$ cat config.mk
export PLATFORM = sky130hd
export DESIGN_NAME = ntc_ctrl
export DESIGN_NICKNAME = d
export VERILOG_FILES = /design/src/rtl/assert_macros.svh /design/src/rtl/ntc_pkg.sv /design/src/rtl/ntc_ctrl.sv
export SDC_FILE = /design/constraint.sdc
export NUM_CORES = 1
export LEC_CHECK = 0
export BUFFER_PORTS_ARGS = -buffer_cell sky130_fd_sc_hd__buf_2
export CAP_MARGIN = 20
export CELL_PAD_IN_SITES_DETAIL_PLACEMENT = 0
export CELL_PAD_IN_SITES_GLOBAL_PLACEMENT = 1
export CORE_MARGIN = 10
export CORE_UTILIZATION = 37
export DETAILED_ROUTE_END_ITERATION = 12
export PLACE_DENSITY_LB_ADDON = 0.1
export SLEW_MARGIN = 0
export SYNTH_ARGS = -nofsm -noshare
export SYNTH_HDL_FRONTEND = slang
export SYNTH_SLANG_ARGS = --single-unit
$ cat constraint.sdc
create_clock -name clock -period 4.09 [get_ports clock]
set_input_delay 0.818 -clock clock [delete_from_list [all_inputs] [get_ports clock]]
set_output_delay 0.818 -clock clock [all_outputs]
set_load 0.1 [all_outputs]
$ cat src/rtl/assert_macros.svh
// ----------------------------------------------------------------------------
// Assertion macros for the NTC averager RTL.
// Assertions are dropped when SYNTHESIS is defined.
// ----------------------------------------------------------------------------
`ifndef ASSERT_MACROS_SVH
`define ASSERT_MACROS_SVH

`ifndef SYNTHESIS
`define NTC_ASSERT(lbl, clk, rst, prop) \
   lbl: assert property (@(posedge clk) disable iff (rst) prop) \
      else $error("assertion failed");
`define NTC_NEVER(lbl, clk, rst, cond) \
   lbl: assert property (@(posedge clk) disable iff (rst) !(cond)) \
      else $error("forbidden condition seen");
`else
`define NTC_ASSERT(lbl, clk, rst, prop)
`define NTC_NEVER(lbl, clk, rst, cond)
`endif

`endif

$ cat src/rtl/ntc_pkg.sv
// ----------------------------------------------------------------------------
// ntc_pkg
// Widths, constants, codes and shared types of the NTC averager.
// ----------------------------------------------------------------------------
`default_nettype none
package ntc_pkg;

   localparam int ADC_BITS     = 10;
   localparam int LN_FRAC_BITS = 16;

   localparam int TIME_W     = 32;
   localparam int INTERVAL_W = 16;
   localparam int COUNT_W    = 8;
   localparam int FS_W       = 11;
   localparam int BAL_W      = 20;
   localparam int CORR_W     = 15;
   localparam int TEMP_W     = 17;
   localparam int SUM_W      = 18;
   localparam int CSR_IDX_W  = 3;
   localparam int CSR_DATA_W = 20;

   localparam int NUM_W  = 31;   // log operand
   localparam int LN_W   = 21;   // ln result, Q5.16
   localparam int MAG_W  = 21;
   localparam int L2_W   = 25;
   localparam int L3_W   = 30;
   localparam int TB_W   = 38;
   localparam int TC_W   = 34;
   localparam int D_W    = 40;   // signed denominator
   localparam int DIVN_W = 50;
   localparam int DIVD_W = 38;
   localparam int T_W    = 52;

   localparam logic [9:0]         MS_PER_S     = 10'd1000;
   localparam logic [ADC_BITS-1:0] MAX_AVG     = {ADC_BITS{1'b1}};
   localparam logic [33:0]        SH_A         = 34'd11291480000;
   localparam logic [31:0]        SH_B         = 32'd2341250000;
   localparam logic [19:0]        SH_C         = 20'd876741;
   localparam logic [DIVN_W-1:0]  CENTI_SCALE  = 50'd1000000000000000;
   localparam logic [31:0]        LN2_Q32      = 32'hB17217F8;
   localparam logic [T_W-1:0]     KELVIN_CENTI = 52'd27315;
   localparam logic signed [TEMP_W-1:0] TEMP_HI = 17'sd40000;
   localparam logic signed [TEMP_W-1:0] TEMP_LO = -17'sd40000;

   localparam logic [CSR_IDX_W-1:0] REG_ENABLED    = 3'd0;
   localparam logic [CSR_IDX_W-1:0] REG_INTERVAL   = 3'd1;
   localparam logic [CSR_IDX_W-1:0] REG_COUNT      = 3'd2;
   localparam logic [CSR_IDX_W-1:0] REG_FULL_SCALE = 3'd3;
   localparam logic [CSR_IDX_W-1:0] REG_BALANCE    = 3'd4;
   localparam logic [CSR_IDX_W-1:0] REG_CORRECTION = 3'd5;

   typedef enum logic [4:0] {
      OP_NONE, OP_LATCH, OP_POLL, OP_AVG_START, OP_AVG_TAKE,
      OP_LNA_START, OP_LNA_TAKE, OP_LNB_TAKE, OP_MUL1, OP_MUL2, OP_MUL3,
      OP_FORM_D, OP_TDIV_START, OP_TDIV_TAKE, OP_OUT_LO, OP_OUT_HI, OP_OUT_TEMP
   } dp_op_type;

   typedef struct packed {
      dp_op_type op;
   } dp_cmd_type;

   typedef struct packed {
      logic finish;
      logic avg_zero;
      logic rail_hi;
      logic d_nonpos;
      logic ln_done;
      logic div_done;
      logic rsp_free;
   } dp_status_type;

   typedef enum logic [3:0] {
      ST_IDLE, ST_EVAL, ST_AVG_GO, ST_AVG_DIV, ST_CLASSIFY, ST_LN_NUM, ST_LN_AVG,
      ST_MUL1, ST_MUL2, ST_MUL3, ST_FORM_D, ST_CHECK_D, ST_T_DIV,
      ST_OUT_LO, ST_OUT_HI, ST_OUT_TEMP
   } ctrl_state_type;

   typedef enum logic [1:0] {
      LN_IDLE, LN_NORM, LN_SQUARE, LN_SCALE
   } ln_state_type;

endpackage
`default_nettype wire

$ cat src/rtl/ntc_ctrl.sv
// ----------------------------------------------------------------------------
// ntc_ctrl
// Sequencer: poll handling, then the conversion steps of a finished round.
// ----------------------------------------------------------------------------
`default_nettype none
module ntc_ctrl (
   input  wire logic                  clock,
   input  wire logic                  reset,
   input  wire logic                  req_valid,
   output logic                       req_ready,
   input  wire ntc_pkg::dp_status_type status,
   output ntc_pkg::dp_cmd_type        cmd
);
   ntc_pkg::ctrl_state_type state_ff, state_in;

   always_ff @(posedge clock) begin
      if (reset) begin
         state_ff <= ntc_pkg::ST_IDLE;
      end else begin
         state_ff <= state_in;
      end
   end

   always_comb begin
      state_in  = state_ff;
      cmd.op    = ntc_pkg::OP_NONE;
      req_ready = 1'b0;
      case (state_ff)
         ntc_pkg::ST_IDLE: begin
            req_ready = 1'b1;
            if (req_valid) begin
               cmd.op   = ntc_pkg::OP_LATCH;
               state_in = ntc_pkg::ST_EVAL;
            end
         end
         ntc_pkg::ST_EVAL: begin
            cmd.op   = ntc_pkg::OP_POLL;
            state_in = status.finish ? ntc_pkg::ST_AVG_GO : ntc_pkg::ST_IDLE;
         end
         ntc_pkg::ST_AVG_GO: begin
            cmd.op   = ntc_pkg::OP_AVG_START;
            state_in = ntc_pkg::ST_AVG_DIV;
         end
         ntc_pkg::ST_AVG_DIV: begin
            if (status.div_done) begin
               cmd.op   = ntc_pkg::OP_AVG_TAKE;
               state_in = ntc_pkg::ST_CLASSIFY;
            end
         end
         ntc_pkg::ST_CLASSIFY: begin
            if (status.avg_zero) begin
               state_in = ntc_pkg::ST_OUT_LO;
            end else if (status.rail_hi) begin
               state_in = ntc_pkg::ST_OUT_HI;
            end else begin
               cmd.op   = ntc_pkg::OP_LNA_START;
               state_in = ntc_pkg::ST_LN_NUM;
            end
         end
         ntc_pkg::ST_LN_NUM: begin
            if (status.ln_done) begin
               cmd.op   = ntc_pkg::OP_LNA_TAKE;
               state_in = ntc_pkg::ST_LN_AVG;
            end
         end
         ntc_pkg::ST_LN_AVG: begin
            if (status.ln_done) begin
               cmd.op   = ntc_pkg::OP_LNB_TAKE;
               state_in = ntc_pkg::ST_MUL1;
            end
         end
         ntc_pkg::ST_MUL1: begin
            cmd.op   = ntc_pkg::OP_MUL1;
            state_in = ntc_pkg::ST_MUL2;
         end
         ntc_pkg::ST_MUL2: begin
            cmd.op   = ntc_pkg::OP_MUL2;
            state_in = ntc_pkg::ST_MUL3;
         end
         ntc_pkg::ST_MUL3: begin
            cmd.op   = ntc_pkg::OP_MUL3;
            state_in = ntc_pkg::ST_FORM_D;
         end
         ntc_pkg::ST_FORM_D: begin
            cmd.op   = ntc_pkg::OP_FORM_D;
            state_in = ntc_pkg::ST_CHECK_D;
         end
         ntc_pkg::ST_CHECK_D: begin
            if (status.d_nonpos) begin
               state_in = ntc_pkg::ST_OUT_HI;
            end else begin
               cmd.op   = ntc_pkg::OP_TDIV_START;
               state_in = ntc_pkg::ST_T_DIV;
            end
         end
         ntc_pkg::ST_T_DIV: begin
            if (status.div_done) begin
               cmd.op   = ntc_pkg::OP_TDIV_TAKE;
               state_in = ntc_pkg::ST_OUT_TEMP;
            end
         end
         ntc_pkg::ST_OUT_LO: begin
            if (status.rsp_free) begin
               cmd.op   = ntc_pkg::OP_OUT_LO;
               state_in = ntc_pkg::ST_IDLE;
            end
         end
         ntc_pkg::ST_OUT_HI: begin
            if (status.rsp_free) begin
               cmd.op   = ntc_pkg::OP_OUT_HI;
               state_in = ntc_pkg::ST_IDLE;
            end
         end
         ntc_pkg::ST_OUT_TEMP: begin
            if (status.rsp_free) begin
               cmd.op   = ntc_pkg::OP_OUT_TEMP;
               state_in = ntc_pkg::ST_IDLE;
            end
         end
         default: state_in = ntc_pkg::ST_IDLE;
      endcase
   end
endmodule
`default_nettype wire

## Word-level counts from Yosys, hierarchy flattened

Index checks and enable logic that the tools add are counted.

- Equal/unequal tests: 21
- Multiplexer cells: 24
- Reduce and logical (&&, ||, !) cells: 3

Operators with widths:

| kind | count |
|---|---|
| 5-bit case mux with 16 select lines | 1 |
| 4-bit case mux with 14 select lines | 1 |
| 4-bit 2-to-1 mux | 12 |
| 4-bit == test (second input constant) | 8 |
| 4-bit by 3-bit == test with 1-bit output (second input constant) | 4 |
| 3-bit 2-to-1 mux | 5 |
| 2-bit != test (second input constant) | 5 |
| 4-bit by 2-bit == test with 1-bit output (second input constant) | 2 |
| 6-bit AND reduction | 1 |
| 5-bit 2-to-1 mux | 1 |
| 4-bit by 1-bit == test with 1-bit output (second input constant) | 1 |
| 4-bit logical NOT | 1 |
| 2-bit 2-to-1 mux | 2 |
| 3-bit OR reduction | 1 |
| 1-bit 2-to-1 mux | 2 |
| 2-bit by 1-bit != test with 1-bit output (second input constant) | 1 |

- Register bits after elaboration: 4
- Bits of input ports: 10
- Output and inout port bits: 6
- Word-level logic and storage cells: 49

## Depth between registers and ports, before layout

Gate-level depths: netlist of the first run.

- Word-level depth: 4
- Gate-level depth with buffers: 6
- Depth with buffers taken out: 4

## Worst setup path before layout of the first run

Ideal clock, no wire load.

- Path kind: reg-to-output
- Start point: register state_ff[0]
- End point: output port cmd[0] (netlist bit)
- Arrival: 4.348 ns
- Required time: 3.272 ns
- Path slack: -1.076 ns
- Stages on the path, launching flop included: 6
- Buffers on the path: 2
- Cell sequence: dfxtp_1 > buf_6 > or2_0 > buf_2 > nor3_1 > a2bb2oi_1

RTL lines:

| what | RTL line | source |
|---|---|---|
| from (decl) | ntc_ctrl.sv:14 | `ntc_pkg::ctrl_state_type state_ff, state_in;` |
| from (signal assigned) | ntc_ctrl.sv:18 | `state_ff <= ntc_pkg::ST_IDLE;` |
| from (signal assigned) | ntc_ctrl.sv:20 | `state_ff <= state_in;` |
| to (decl) | ntc_ctrl.sv:12 | `output ntc_pkg::dp_cmd_type cmd` |

==> results of run 1 <==
power groups by stage:
stage	Sequential, uW	Combinational [uW]	Clock (uW)
after floorplan	48.6	232	0
after global placement	78.3	230	0
after detailed placement	77.8	229	0
after CTS	77.3	231	51.0
after global routing	80.7	243	53.2
final	77.7	230	49.7
routing by layer:
layer | part of all wire, % | up-vias | routed length [um] | global-route usage [%]
li1 | - | 306 | - | -
met1 | 51 | 273 | 815 | 13.0
met2 | 39 | 21 | 613 | 11.3
met3 | 7.2 | 6 | 114 | 2.37
met4 | 2.6 | 0 | 41 | 5.57
met5 | 0 | - | 0 | 0
placed cells by master, fill, tap and decap left out, types with 2 or more instances in the layout:
cell / netlist / layout
buf_2: 6 / 15
nor2_1: 8 / 8
a21oi_1: 7 / 7
nand2b_1: 5 / 5
nand2_1: 4 / 4
nor3b_1: 4 / 4
dfxtp_1: 4 / 4
mux2i_1: 3 / 3
o21ai_0: 3 / 3
clkbuf_4: 0 / 3
a21o_1: 2 / 2
nand3b_1: 2 / 2
nor3_1: 3 / 2
final cells by class:
class                      count  area [sq um]
tap                           16          20.0
inverter                       1          3.75
multi-input combinational     64           434
sequential                     4          80.1
clock buffer                   3          22.5
fill                         169           836
timing repair buffer          15          75.1
stage by stage:
| stage | cells | power, uW | hold WS, ns |
|---|---|---|---|
| floorplan | 78 | 280 | 0.671 |
| global placement | 100 | 308 | 0.734 |
| detailed placement | 100 | 307 | 0.752 |
| CTS | 103 | 359 | 0.749 |
| global route | 103 | 376 | 0.788 |
| finish | 103 | 357 | 0.745 |
worst reg2reg max path, delay by kind of cell (launching register included):
family	cells	cell delay (ns)
flops	1	0.74
compound gates	3	0.64
simple gates	1	0.42
kinds of logic (layout without fill, tap and decap cells):
group	after synthesis	after routing	synth area share, %
flops	4	4	14.3
compound gates	27	27	36.3
buf+inv	10	19	9.35
xor+xnor	1	1	1.56
simple gates	33	33	33.2
mux	3	3	5.35
worst min path at each step:
stage | from | to | slack, ns | cells after the start
3_3_place_gp | state_ff[0] | state_ff[0] | 0.73 | 2
5_1_grt | state_ff[0] | state_ff[0] | 0.79 | 2
6_report | state_ff[0] | state_ff[0] | 0.74 | 2
3_5_place_dp | state_ff[0] | state_ff[0] | 0.75 | 2
4_1_cts | state_ff[0] | state_ff[0] | 0.75 | 2
2_1_floorplan | state_ff[3] | state_ff[2] | 0.67 | 3
==> out/summary.txt, run 1 <==
outcome = finished clean
CP delay by family, top = simple AND/OR/NAND/NOR gates
Design Area, Final = 636 sq um
wire length per cell = 15.4 um
Worst Setup SP = state_ff[1]
WP depth = 4
setup TNS = 0 ns
clock slew at reported path FFs = 0.04 ns
internal power = 137 uW
ANT cells = 0
# DRC = 0
Die ar. = 3480 sq um
post-CTS setup buffer count = 0
syn_area_per_cell = 7.20 sq um
Biggest register = state_ff
Final nets = 99
top post-synthesis cells by area = dfxtp_1 14%, a21oi_1 6.2%, nand2b_1 5.6%
GRT overflow = 0
critical path, cell by cell = or2_0 > nor4_1 > a2bb2oi_1 > buf_2
Data arrival, critical path = 2.28 ns
Routed WL = 1.58 mm
Max-slew headroom = 55.0%
Die W = 59.0 um
Startpoint Class = flip-flop
final setup margin = 0.988 ns
Die H = 59.0 um
P_leak = 0.000241 uW
Initial Util = 38.2%
Worst-Skew Late Latency = 0.23 ns
CP max stage cell = dfxtp_1
Mapped Nets = 88
CTS tree = built
Register-to-Register Path Depth = 4
share of layout cells above drive strength 1 = 25.3%
VDD IR max = 0.364 mV
# H-tree levels = 1
Total Routing Usage GR = 9.03%
final clock skew = 0.00254 ns
Starting DRT DRC Count = 9
net switching power = 221 uW
RSZ-0062 raised after global routing = false
ys async rst share = 0%
Max stage delay on crit path = 0.51 ns
HPWL Detailed = 1.08 mm
synth cell count leaders = 8 x nor2_1, 7 x a21oi_1, 6 x buf_2, 5 x nand2b_1
initial antenna violation count = 0
CTS Root Cell = clkbuf_4
R2R Path End = state_ff[3]
Reg2Reg Setup Slack = 2.21 ns
CTS buffer count = 3
Final setup viols = 0
DR pass1 iterations = 4
Highest Clock Rate = 0.322 GHz
Synth cell types = 39
combinational fraction of design power = 64.3%
Port Buffers = 15
hold-fix buffers at CTS = 0
period utilization = 75.8%
Synth top area share = 14.3%
post-place instance area = 613 sq um
number of global-route vias before repair = 583
kind of critical path = flip-flop to output pin
CP required = 3.27 ns
Yosys reg bits = 4
DRT antenna net count = 0
Setup WS pre-CTS = 1.16 ns
first-pass GRT wire length = 2.59 mm
largest net degree at the start of global routing = 22
routability cong. = 0.721
CP bufs+invs = 1
Clock Power Share = 13.9%
Yosys warning count = 0
core area = 1470 sq um
crit path to = cmd[0]
Clock Tree Buf Depth = 2
Post-synth EDFFs = 0
routed via count = 606
Hold Path Class = flip-flop to flip-flop
Max-Cap Viols = 0
Final Hold Vio Count = 0
number of vias per cell = 5.88
Mapped Area = 562 sq um
worst r2r src = state_ff[1]
largest registers = state_ff x4
Final Critical Period = 3.10 ns
pwr dens = 562 nW/um^2
Synth area leader = dfxtp_1
floorplan row count = 14
sw frac = 61.8%
Clock Sinks = 4
final core utilization = 43.2%
# resized after CTS = 0
Slew @ Worst Pin = 0.674 ns
Mapped Cells = 78
max-slew violation count = 0
sequential share of power = 21.8%
CP endpoint kind = output pin
I/O pin count = 16
top_reg_cell synth = dfxtp_1
most frequent cell after synthesis = nor2_1
sequential area share after synthesis = 14.3%
max FFs per register = 4
Area Overhead vs Synth = 13.1%
CP Max Fanout = 20
Power figures use the tool's default switching activity.
==> run 2, diff against run 1 <==
--- a/config.mk
+++ b/config.mk
@@ -5,12 +5,13 @@
 export SDC_FILE = /design/constraint.sdc
 export NUM_CORES = 1
 export LEC_CHECK = 0
+export ABC_AREA = 1
 export BUFFER_PORTS_ARGS = -buffer_cell sky130_fd_sc_hd__buf_2
 export CAP_MARGIN = 20
 export CELL_PAD_IN_SITES_DETAIL_PLACEMENT = 0
 export CELL_PAD_IN_SITES_GLOBAL_PLACEMENT = 1
 export CORE_MARGIN = 10
-export CORE_UTILIZATION = 37
+export CORE_UTILIZATION = 32
 export DETAILED_ROUTE_END_ITERATION = 12
 export PLACE_DENSITY_LB_ADDON = 0.1
 export SLEW_MARGIN = 0
==> constraint.sdc (replaced) <==
create_clock -name clock -period 3.2 [get_ports clock]
set_input_delay 0.64 -clock clock [delete_from_list [all_inputs] [get_ports clock]]
set_output_delay 0.64 -clock clock [all_outputs]
set_load 0.1 [all_outputs]
==> run 2 against run 1 <==
Cell area up 10%. Largest power group unchanged. Clock power up 19%. Sequential cell count unchanged. Clock-buffer cell count unchanged. Worst hold slack worse by 0.17 ns. Wire length up 2.6%. Via count up 16%.
==> out/summary.txt, run 2 <==
I/O pin count = 16 (unchanged)
period utilization = 78.0%
CP bufs+invs = 1 (unchanged)
Final nets = 136 (was 99)
Highest Clock Rate = 0.401 GHz
Max-slew headroom = 67.6% (was 55.0%)
clock slew at reported path FFs = 0.03 ns (was 0.04 ns)
Worst-Skew Late Latency = 0.23 ns (about the same)
HPWL Detailed = 1.39 mm (was 1.08 mm)
post-CTS setup buffer count = 0 (unchanged)
top post-synthesis cells by area = nand2_1 20%, dfxtp_1 14%, nor2_1 8.9% (was dfxtp_1 14%, a21oi_1 6.2%, nand2b_1 5.6%)
CP required = 2.56 ns (was 3.27 ns)
Mapped Area = 591 sq um (was 562 sq um)
Min Hold Slack = 0.570 ns (was 0.745 ns)
Slew @ Worst Pin = 0.489 ns (was 0.674 ns)
routability cong. = 0.808 (was 0.721)
Clock Tree Buf Depth = 2 (unchanged)
first-pass GRT wire length = 2.82 mm (was 2.59 mm)
hold-fix buffers at CTS = 0 (unchanged)
Mapped Nets = 118 (was 88)
ANT cells = 0 (unchanged)
ys async rst share = 0% (unchanged)
CP max stage cell = dfxtp_1 (unchanged)
number of global-route vias before repair = 671 (was 583)
Total Routing Usage GR = 8.36% (was 9.03%)
Final Critical Period = 2.49 ns
Area Overhead vs Synth = 18.9% (was 13.1%)
top_reg_cell synth = dfxtp_1 (unchanged)
Starting DRT DRC Count = 21 (was 9)
pwr dens = 857 nW/um^2 (was 562 nW/um^2)
Hold Path Class = flip-flop to flip-flop (unchanged)
commonest non-fill, non-tap cell in the layout = nand2_1 (was buf_2)
CP delay by family, top = flip-flops (was simple AND/OR/NAND/NOR gates)
most frequent cell after synthesis = nand2_1 (was nor2_1)
Overall Power = 602 uW (was 357 uW)
VDD IR max = 0.552 mV (was 0.364 mV)
CTS tree = built (unchanged)
outcome = finished clean (unchanged)
area of the multi-input gates = 437 sq um (was 434 sq um)
number of vias per cell = 4.72 (was 5.88)
Biggest register = state_ff (unchanged)
Data arrival, critical path = 1.85 ns (was 2.28 ns)
commonest non-fill, non-tap cells in the layout = 31 x nand2_1, 15 x buf_2, 14 x nor2_1 (was 15 x buf_2, 8 x nor2_1, 7 x a21oi_1)
kind of critical path = flip-flop to output pin (unchanged)
Port Buffers = 15 (unchanged)
Routed WL = 1.63 mm (was 1.58 mm)
floorplan row count = 15 (was 14)
DR pass1 iterations = 4 (unchanged)
Final Hold Vio Count = 0 (unchanged)
Die W = 63.0 um (was 59.0 um)
storage element area = 80.1 sq um (unchanged)
RSZ-0062 raised after global routing = false (unchanged)
core area = 1750 sq um (was 1470 sq um)
Startpoint Class = flip-flop (unchanged)
largest registers = state_ff x4 (unchanged)
initial antenna violation count = 0 (unchanged)
Synth area leader = nand2_1 (was dfxtp_1)
Initial Util = 33.8% (was 38.2%)
max FFs per register = 4 (unchanged)
Max-Cap Viols = 0 (unchanged)
# H-tree levels = 1 (unchanged)
Synth cell types = 18 (was 39)
wire length per cell = 10.9 um (was 15.4 um)
CTS Root Cell = clkbuf_4 (unchanged)
max-slew violation count = 0 (unchanged)
share of layout cells above drive strength 1 = 30.6% (was 25.3%)
sequential area share after synthesis = 13.6% (was 14.3%)
final clock skew = 0.00177 ns (was 0.00254 ns)
P_leak = 0.000383 uW (was 0.000241 uW)
Post-synth EDFFs = 0 (unchanged)
GRT overflow = 0 (unchanged)
CP Max Fanout = 8 (was 20)
Max stage delay on crit path = 0.56 ns (was 0.51 ns)
Synth top area share = 19.7% (was 14.3%)
largest net degree at the start of global routing = 9 (was 22)
Clock Sinks = 4 (unchanged)
# DRC = 0 (unchanged)
CP endpoint kind = output pin (unchanged)
setup TNS = 0 ns (unchanged)
Die H = 63.0 um (was 59.0 um)
synth cell count leaders = 31 x nand2_1, 14 x nor2_1, 12 x inv_1, 10 x nand3_1, 6 x nand2_2 (was 8 x nor2_1, 7 x a21oi_1, 6 x buf_2, 5 x nand2b_1)
Die ar. = 3960 sq um (was 3480 sq um)
fill count = 214 (was 169)
Yosys warning count = 0 (unchanged)
Final setup viols = 0 (unchanged)
syn_area_per_cell = 5.47 sq um (was 7.20 sq um)
DRT antenna net count = 0 (unchanged)
# resized after CTS = 0 (unchanged)
routed via count = 704 (was 606)
Yosys reg bits = 4 (unchanged)
critical path, cell by cell = nand2_4 > nor2_1 > nand2_1 > o21ai_0 > a21oi_2 > nand4_1 > buf_2 (was or2_0 > nor4_1 > a2bb2oi_1 > buf_2)
Mapped Cells = 108 (was 78)
CTS buffer count = 3 (unchanged)
## run 2: cell count changes after synthesis, sizes merged, moves of 3 or more
cell and delta:
nand2 +34, mux2i -3, inv +14, nand4 +3, nand2b -5, nand3 +9, nor3b -4, buf -6
nor2 +14
## run 2: per-layer routing
layer / GRT usage [%] / vias to the layer above / wire [um]
met2: 13.7 / 16 / 739
met4: 2.79 / 0 / 0
met1: 10.2 / 310 / 816
li1: - / 378 / -
met5: 0 / - / 0
met3: 2.15 / 0 / 69
## run 2: worst reg2reg max path: stages (launching register included)
cell,delay (ns)
dfxtp_1,0.56
nand2_4,0.15
nor2_4,0.14
inv_1,0.05
nand2_1,0.07
nand2_2,0.06
nand2_2,0.08
nand2_1,0.05
a21oi_1,0.13
## run 2: stage by stage
step           worst slack, ns  cell area, sq um  util [%]  std cells
6_report                 0.705               702      40.2        149
5_1_grt                  0.506               702      40.2        149
4_1_cts                  0.695               702      40.2        149
3_5_place_dp             0.863               679      38.9        146
3_3_place_gp             0.876               679      38.9        146
2_1_floorplan           0.0437               596         -        108
## run 2: path summary, 6_finish.rpt
check / from / cells past startpoint / slack (ns) / end
hold / removal: state_ff[1] / 2 / 0.57 / state_ff[1]
setup reg to reg: state_ff[3] / 8 / 1.83 / state_ff[1]
setup / recovery: state_ff[3] / 7 / 0.71 / cmd[2]
hold reg to reg: state_ff[1] / 2 / 0.57 / state_ff[1]
## run 2: cells by family after synthesis
logic type,Yosys count,share of synthesized area [%]
flops,4,13.6
buf+inv,17,13.3
simple gates,76,62.1
compound gates,11,11.0
## run 2: power by group
part	total (uW)	internal [uW]	switching, uW	leakage [uW]
clock network	59.1	41.7	17.4	0.0000138
logic	451	91.5	359	0.000336
registers	91.7	62.3	29.4	0.0000327
total	602	196	406	0.000383
## run 2: cell type report
type	count	area share [%]
clock buffer	3	3.21
inverter	15	8.02
multi-input combinational	87	62.2
sequential	4	11.4
tap	25	4.46
timing repair buffer	15	10.7
